File: config.mk
export PLATFORM = sky130hd
export DESIGN_NAME = integer_histogram_accumulator_unit
export DESIGN_NICKNAME = d
export VERILOG_FILES = /design/src/sv/ihau_pkg.sv /design/src/sv/ihau_ram.sv /design/src/sv/integer_histogram_accumulator_unit.sv
export SDC_FILE = /design/constraint.sdc
export NUM_CORES = 2
export LEC_CHECK = 0
export ABC_CLOCK_PERIOD_IN_PS = 12900
export BUFFER_PORTS_ARGS = -buffer_cell sky130_fd_sc_hd__buf_2
export CAP_MARGIN = 25
export CORE_ASPECT_RATIO = 0.9
export CORE_MARGIN = 4
export CORE_UTILIZATION = 50
export CTS_BUF_LIST = sky130_fd_sc_hd__clkbuf_8 sky130_fd_sc_hd__clkbuf_16
export CTS_CLUSTER_DIAMETER = 80
export DETAILED_ROUTE_END_ITERATION = 6
export GPL_TIMING_DRIVEN = 0
export MAX_ROUTING_LAYER = met4
export PLACE_DENSITY = 0.77
export SETUP_SLACK_MARGIN = 0.15
export SLEW_MARGIN = 40
export SYNTH_ARGS = -nofsm -noshare
export SYNTH_HDL_FRONTEND = slang
export SYNTH_MEMORY_MAX_BITS = 65536
export SYNTH_SLANG_ARGS = --single-unit
File: constraint.sdc
create_clock -name clock -period 12.9 [get_ports clock]
set_input_delay 0.645 -clock clock [delete_from_list [all_inputs] [get_ports clock]]
set_output_delay 0.645 -clock clock [all_outputs]
set_load 0.02 [all_outputs]
File: src/sv/ihau_pkg.sv
package ihau_pkg;

   // Sizes of the bin store
   localparam int NUM_BINS_DEF = 128;
   localparam int COUNT_W      = 31;
   localparam int TAG_W        = 8;
   localparam int LEN_OUT_W    = 8;

   localparam logic [COUNT_W-1:0]   COUNT_MAX   = {COUNT_W{1'b1}};
   localparam logic [LEN_OUT_W-1:0] LEN_OUT_MAX = {LEN_OUT_W{1'b1}};

   // Operation codes carried in the op field
   typedef enum logic [1:0] {
      OP_COUNT = 2'd0,
      OP_READ  = 2'd1,
      OP_CLEAR = 2'd2
   } op_type;

   // Tag sweep control
   typedef enum logic {
      ST_SWEEP = 1'b0,
      ST_RUN   = 1'b1
   } sweep_state_type;

   typedef struct packed {
      logic [1:0]         op;
      logic signed [31:0] value;
   } req_type;

   typedef struct packed {
      logic [COUNT_W-1:0]   bin_count;
      logic [LEN_OUT_W-1:0] dist_length;
      logic                 out_of_range;
   } rsp_type;

endpackage

File: src/sv/ihau_ram.sv
module ihau_ram import ihau_pkg::*; #(
   parameter int DEPTH = NUM_BINS_DEF,
   parameter int WIDTH = TAG_W + COUNT_W
) (
   input  logic                     clock,
   input  logic                     rd_en,
   input  logic [$clog2(DEPTH)-1:0] rd_addr,
   output logic [WIDTH-1:0]         rd_data,
   input  logic                     wr_en,
   input  logic [$clog2(DEPTH)-1:0] wr_addr,
   input  logic [WIDTH-1:0]         wr_data
);

   logic [WIDTH-1:0] mem [DEPTH];
   logic [WIDTH-1:0] rd_data_ff;

   // One write port, one registered read port; read returns old data on collision
   always_ff @(posedge clock) begin
      if (wr_en) begin
         mem[wr_addr] <= wr_data;
      end
      if (rd_en) begin
         rd_data_ff <= mem[rd_addr];
      end
   end

   assign rd_data = rd_data_ff;

endmodule

File: src/sv/integer_histogram_accumulator_unit.sv
// Histogram bin counter.
// Input channel req_*: one beat carries an op (count, read, clear) and a value.
// Result channel rsp_*: exactly one beat per input beat, in order, holding the
// addressed bin's count, the distribution length (saturated at 255) and an
// out-of-range flag.
// Throughput: one beat per cycle while req_stall is low. The bin store read is
// registered with the input, then the update and result are computed in one pass
// and loaded into the result register.
// Each bin word carries an epoch tag; a clear bumps the epoch, so a bin reads
// as empty unless its tag matches. Back-to-back updates of one bin are
// forwarded around the store.
// Reset: a sweep writes every bin word to tag zero, with req_stall high.
// The same sweep runs after every 255th clear, once the epoch wraps.
// Receiver stall: while rsp_stall holds a waiting result, the result register
// holds, the pipeline freezes and req_stall is raised.
module integer_histogram_accumulator_unit import ihau_pkg::*; #(
   parameter int NUM_BINS = NUM_BINS_DEF
) (
   input  logic    clock,
   input  logic    reset,
   input  logic    req_valid,
   output logic    req_stall,
   input  req_type req_data,
   output logic    rsp_valid,
   input  logic    rsp_stall,
   output rsp_type rsp_data
);

   localparam int IDX_W  = $clog2(NUM_BINS);
   localparam int LEN_W  = $clog2(NUM_BINS + 1);
   localparam int WORD_W = TAG_W + COUNT_W;

   sweep_state_type state_ff, state_in;
   logic [IDX_W-1:0]  sweep_idx_ff, sweep_idx_in;
   logic [TAG_W-1:0]  epoch_ff, epoch_in;
   logic [LEN_W-1:0]  length_ff, length_in;

   logic              s1_valid_ff, s1_valid_in;
   logic [1:0]        s1_op_ff, s1_op_in;
   logic [IDX_W-1:0]  s1_idx_ff, s1_idx_in;
   logic              s1_in_range_ff, s1_in_range_in;

   logic              fwd_valid_ff, fwd_valid_in;
   logic [IDX_W-1:0]  fwd_idx_ff, fwd_idx_in;
   logic [WORD_W-1:0] fwd_word_ff, fwd_word_in;

   logic              rsp_valid_ff, rsp_valid_in;
   rsp_type           rsp_data_ff, rsp_data_in;

   logic              sweeping, sweep_last, start_sweep;
   logic              advance, wrap_clear, req_accept, req_in_range, proc;
   logic              count_wr;
   logic [WORD_W-1:0] rd_word, cur_word, new_word, ram_wr_word;
   logic [IDX_W-1:0]  ram_wr_addr;
   logic              ram_wr_en;
   logic [COUNT_W-1:0] cur_count, inc_count;
   logic [LEN_W-1:0]  cand_len, len_after;
   rsp_type           result;

   // Sweep state: next state
   always_comb begin
      state_in = state_ff;
      unique case (state_ff)
         ST_SWEEP: if (sweep_last) state_in = ST_RUN;
         ST_RUN:   if (start_sweep) state_in = ST_SWEEP;
         default:  state_in = ST_SWEEP;
      endcase
   end

   // Sweep state: outputs
   always_comb begin
      sweeping     = (state_ff == ST_SWEEP);
      sweep_last   = sweeping && (sweep_idx_ff == IDX_W'(NUM_BINS - 1));
      sweep_idx_in = sweeping ? sweep_idx_ff + 1'b1 : '0;
   end

   // Handshake: freeze while a result waits, while the store is swept, or while an epoch-wrapping clear waits
   assign advance      = !rsp_valid_ff || !rsp_stall;
   assign wrap_clear   = s1_valid_ff && (s1_op_ff == OP_CLEAR) && (epoch_ff == '1);
   assign req_stall    = sweeping || !advance || wrap_clear;
   assign req_accept   = req_valid && !req_stall;
   assign req_in_range = !req_data.value[31] &&
                         ($unsigned(req_data.value) < 32'(NUM_BINS));
   assign proc         = s1_valid_ff && advance && !sweeping;

   // Current bin word, with the previous update forwarded
   assign cur_word  = (fwd_valid_ff && (fwd_idx_ff == s1_idx_ff)) ? fwd_word_ff : rd_word;
   assign cur_count = (cur_word[WORD_W-1 -: TAG_W] == epoch_ff) ? cur_word[COUNT_W-1:0] : '0;
   assign inc_count = (cur_count == COUNT_MAX) ? cur_count : cur_count + 1'b1;
   assign new_word  = {epoch_ff, inc_count};
   assign cand_len  = LEN_W'(s1_idx_ff) + LEN_W'(1);

   // Operation decode and result
   always_comb begin
      result       = '0;
      len_after    = length_ff;
      epoch_in     = epoch_ff;
      start_sweep  = 1'b0;
      count_wr     = 1'b0;
      if (proc) begin
         unique case (s1_op_ff)
            OP_COUNT: begin
               if (s1_in_range_ff) begin
                  count_wr         = 1'b1;
                  result.bin_count = inc_count;
                  if (cand_len > length_ff) len_after = cand_len;
               end else begin
                  result.out_of_range = 1'b1;
               end
            end
            OP_READ: begin
               if (s1_in_range_ff) result.bin_count = cur_count;
               else result.out_of_range = 1'b1;
            end
            OP_CLEAR: begin
               len_after = '0;
               if (epoch_ff == '1) begin
                  start_sweep = 1'b1;
                  epoch_in    = TAG_W'(1);
               end else begin
                  epoch_in = epoch_ff + 1'b1;
               end
            end
            default: ;
         endcase
      end
      result.dist_length = (32'(len_after) > 32'(LEN_OUT_MAX)) ? LEN_OUT_MAX
                                                               : LEN_OUT_W'(len_after);
      length_in = len_after;
   end

   // Pipeline register next values
   always_comb begin
      s1_valid_in     = s1_valid_ff;
      s1_op_in        = s1_op_ff;
      s1_idx_in       = s1_idx_ff;
      s1_in_range_in  = s1_in_range_ff;
      rsp_valid_in    = rsp_valid_ff;
      rsp_data_in     = rsp_data_ff;
      if (advance) begin
         s1_valid_in  = req_accept;
         rsp_valid_in = proc;
      end
      if (req_accept) begin
         s1_op_in       = req_data.op;
         s1_idx_in      = req_data.value[IDX_W-1:0];
         s1_in_range_in = req_in_range;
      end
      if (proc) rsp_data_in = result;
   end

   // Forwarding register tracks the latest bin write
   always_comb begin
      fwd_valid_in = fwd_valid_ff;
      fwd_idx_in   = fwd_idx_ff;
      fwd_word_in  = fwd_word_ff;
      if (sweeping) begin
         fwd_valid_in = 1'b0;
      end else if (count_wr) begin
         fwd_valid_in = 1'b1;
         fwd_idx_in   = s1_idx_ff;
         fwd_word_in  = new_word;
      end
   end

   // Control registers
   always_ff @(posedge clock) begin
      if (reset) begin
         state_ff     <= ST_SWEEP;
         sweep_idx_ff <= '0;
         epoch_ff     <= TAG_W'(1);
         length_ff    <= '0;
         s1_valid_ff  <= 1'b0;
         fwd_valid_ff <= 1'b0;
         rsp_valid_ff <= 1'b0;
      end else begin
         state_ff     <= state_in;
         sweep_idx_ff <= sweep_idx_in;
         epoch_ff     <= epoch_in;
         length_ff    <= length_in;
         s1_valid_ff  <= s1_valid_in;
         fwd_valid_ff <= fwd_valid_in;
         rsp_valid_ff <= rsp_valid_in;
      end
   end

   // Payload registers
   always_ff @(posedge clock) begin
      s1_op_ff       <= s1_op_in;
      s1_idx_ff      <= s1_idx_in;
      s1_in_range_ff <= s1_in_range_in;
      fwd_idx_ff     <= fwd_idx_in;
      fwd_word_ff    <= fwd_word_in;
      rsp_data_ff    <= rsp_data_in;
   end

   // Bin store: sweep writes tag zero, which never matches a live epoch
   assign ram_wr_en   = sweeping || count_wr;
   assign ram_wr_addr = sweeping ? sweep_idx_ff : s1_idx_ff;
   assign ram_wr_word = sweeping ? '0 : new_word;

   ihau_ram #(
      .DEPTH (NUM_BINS),
      .WIDTH (WORD_W)
   ) u_bins (
      .clock   (clock),
      .rd_en   (req_accept),
      .rd_addr (req_data.value[IDX_W-1:0]),
      .rd_data (rd_word),
      .wr_en   (ram_wr_en),
      .wr_addr (ram_wr_addr),
      .wr_data (ram_wr_word)
   );

   assign rsp_valid = rsp_valid_ff;
   assign rsp_data  = rsp_data_ff;

endmodule

==> impl_metrics.toml <==
[critical_path]
cp.arrival_ns = 10.00
worstSetupPathType = "flip-flop to flip-flop"
critPathRequiredTime_ns = 13.67
slowest_stage = "a2111oi_1"
cp-start-kind = "flip-flop"
reg2reg_depth = 29
critPathCaptureType = "flip-flop"
slowest_delay_ns = 0.62
r2r_slack_ns = 3.67
timing.rr.start = "s1_idx_ff[0]$_DFFE_PP_"
cp_common_cell = "buf_4"
r2r_end = "u_bins.mem[75][16]$_DFFE_PP_"
cp_max_fo = 14

[worst_hold_path]
worstHoldEndpoint = "s1_idx_ff[4]$_DFFE_PP_"
hold_path_class = "primary input to flip-flop"
min_from = "req_data[4]"
hold_depth = 1

[power]
total_power_mw = 33.1
ir_drop_mv = 0.129
seqPwrFrac_pct = 54.9
leakagePower_nw = 84.8
powerDensity_nw_per_um2 = 142
netSwitchingPower_mw = 6.97
p_sw_share_pct = 21.0
power_frac_comb_pct = 3.1
power_frac_clock_pct = 42.0
p_int_mw = 26.1

[cts]
clock_sinks = 5154
clk_pin_slew_ns = 0.07
cts_tree = "built"
cts_made_buffers = 470
root_buffer = "clkbuf_16"
clk_latency_ns = 1.06
clock_path_buffers = 4
h-tree-depth = 5

[floorplan]
rows = 219
start_util_pct = 50.2
ios = 80
die_area_um2 = 408000
die_h_um = 606
core_um2 = 396000
die_x_um = 673

[cells_and_area]
fin_nets = 9441
final_cells = 15100
stdcell_area_um2 = 233000
area_growth_pct = 17.1
drive_above_1_share_pct = 35.5
fill_cells = 26000

[yosys]
yosysUniqueCellTypes = 83
synth_most_common_cell = "edfxtp_1"
synth_ff_type = "edfxtp_1"
syn-num-nets = 8269
syn-cell-area_um2 = 199000
synth_area_leaders = "edfxtp_1, mux4_2, mux2i_1, clkbuf_1, buf_2"
synth_cells = 8219
ys_ff_latch = 5154
yosysSeqAreaShare_pct = 77.7
yosys_warnings = 0
syn_area_per_cell_um2 = 24.2
synth_common_cells = "edfxtp_1, mux4_2, clkbuf_1"
synth_edf_count = 5127
yosysTopAreaCell = "edfxtp_1"
ys_async_sr_fraction_pct = 0
synth_top_area_share_pct = 77.4

[placed_design]
placed_cells = 14200
portBuffers = 78
place_congestion = 0.956
post-dp-hpwl_mm = 391
postPlaceCellArea_um2 = 218000

[timing]
setup_viol = 0
finClkSkew_ns = 0.113
relSlewSlack_pct = 35.1
max_freq_ghz = 0.108
rsz0062_at_grt = "false"
tightest_slew_ns = 0.973
tns_ns = 0
drv_slew = 0
period_minus_slack_ns = 9.23
hold_viol = 0
fin_crit_sh_pct = 71.5

[flow_run]
maxCapViolCount = 0

[grt]
grt_overflow_total = 0
grt_use_total_pct = 30.8
grt_pass1_vias = 103000
antenna_found_initial = 42
grt_max_degree = 65
grt_pass1_wl_mm = 846

[status]
violations = "DRC"
status = "complete, but fails checks"

[routing]
drc = 3
routed_wl_mm = 611
drtIter0Drc = 19900
first_pass_iters = 7
vias = 105000
wl_per_cell_um = 40.4
ant_nets = 0
post_drt_via_cell_ratio = 6.92
==> critical path: cells and delay by family (launching register included) <==
family	cells	cell delay [ns]
compound gates	2	1.17
flops	1	0.58
xor+xnor	1	0.29
buf+inv	17	4.47
fa+ha+maj	1	0.28
simple gates	8	2.13
==> placed cells by master, fill, tap and decap left out, types with 44 or more instances in the layout <==
| cell | instances |
|---|---|
| nor2_4 | 141 |
| nor2_1 | 65 |
| a22o_1 | 46 |
| edfxtp_1 | 5127 |
| clkbuf_1 | 125 |
| mux2i_1 | 189 |
| inv_1 | 105 |
| bufinv_16 | 44 |
| buf_16 | 179 |
| clkinv_1 | 104 |
| mux4_2 | 1560 |
| buf_4 | 91 |
| nand2_1 | 67 |
| clkinv_2 | 90 |
| buf_8 | 245 |
| buf_2 | 336 |
| clkbuf_16 | 479 |
| clkbuf_2 | 100 |
==> worst max path at each step <==
stage | cells past startpoint | slack (ns) | end | start
2_1_floorplan | 17 | 2.88 | u_bins.mem[0][16]$_DFFE_PP_ | s1_idx_ff[0]$_DFFE_PP_
3_3_place_gp | 17 | -8.40 | u_bins.mem[72][16]$_DFFE_PP_ | s1_idx_ff[0]$_DFFE_PP_
3_5_place_dp | 29 | 3.86 | u_bins.mem[73][16]$_DFFE_PP_ | s1_idx_ff[0]$_DFFE_PP_
4_1_cts | 29 | 3.77 | u_bins.mem[89][16]$_DFFE_PP_ | s1_idx_ff[0]$_DFFE_PP_
5_1_grt | 29 | 3.49 | u_bins.mem[76][16]$_DFFE_PP_ | s1_idx_ff[0]$_DFFE_PP_
6_report | 29 | 3.67 | u_bins.mem[75][16]$_DFFE_PP_ | s1_idx_ff[0]$_DFFE_PP_
==> state kept, by name (all words and copies together) (netlist names), 2 cells and up <==
name	cells
fwd_word_ff	39
length_ff	8
epoch_ff	8
u_bins.rd_data	39
s1_idx_ff	7
u_bins.mem	4992
rsp_data	40
sweep_idx_ff	7
s1_op_ff	2
fwd_idx_ff	7
==> power by group through the flow <==
stage	Sequential, mW	Combinational [mW]	Clock, mW
6_report	18.2	1.01	13.9
2_1_floorplan	18.5	0.560	0
5_1_grt	18.2	1.03	14.7
4_1_cts	18.2	0.992	14.0
3_5_place_dp	18.5	0.966	0
3_3_place_gp	18.5	0.904	0
==> kinds of logic (layout without fill, tap and decap cells) <==
family	Yosys count	in the layout	share of synthesized area [%]
DFF	5154	5154	77.7
and+or+nand+nor	521	521	1.28
AOI/OAI and AO/OA	259	259	1.02
buffers and inverters	462	2019	0.987
other	0	36	0
muxes	1762	1762	18.7
xor gates and xnor gates	49	49	0.227
adders and majority gates	12	12	0.0755
==> through the flow <==
stage | setup slack [ns] | hold slack (ns) | util [%]
3_3_place_gp | -8.40 | 0.408 | 52.0
5_1_grt | 3.49 | 0.0103 | 58.9
3_5_place_dp | 3.86 | 0.414 | 55.0
2_1_floorplan | 2.88 | 0.403 | -
4_1_cts | 3.77 | 0.00112 | 58.8
6_report | 3.67 | 0.0484 | 58.9
==> layer usage <==
| metal | track usage (%) | part of all wire (%) | vias to the layer above |
|---|---|---|---|
| li1 | - | - | 38100 |
| met1 | 39.3 | 33 | 54800 |
| met2 | 45.8 | 47 | 9930 |
| met3 | 7.69 | 13 | 1760 |
| met4 | 17.2 | 7.0 | 0 |
| met5 | - | 0 | - |
==> area by class of cell <==
cell class,instances,area [µm²],area share (%)
diodes,36,90.1,0.0387
plain buffers,439,2070,0.889
clock buffers,479,12000,5.15
clock inverters,378,3140,1.35
inverters,23,88.8,0.0381
multi-input cells,2603,43700,18.8
flip-flops and latches,5154,154000,66.3
well taps,5304,6640,2.85
repair buffers,700,10700,4.59
==> repair_timing <==
action,4_1_cts,5_1_grt
hold endpoints to repair,8,0
buffers inserted,0,0
resized for setup,0,0
hold buffers,5,0
Note: power is estimated with default switching activity, not from simulation.
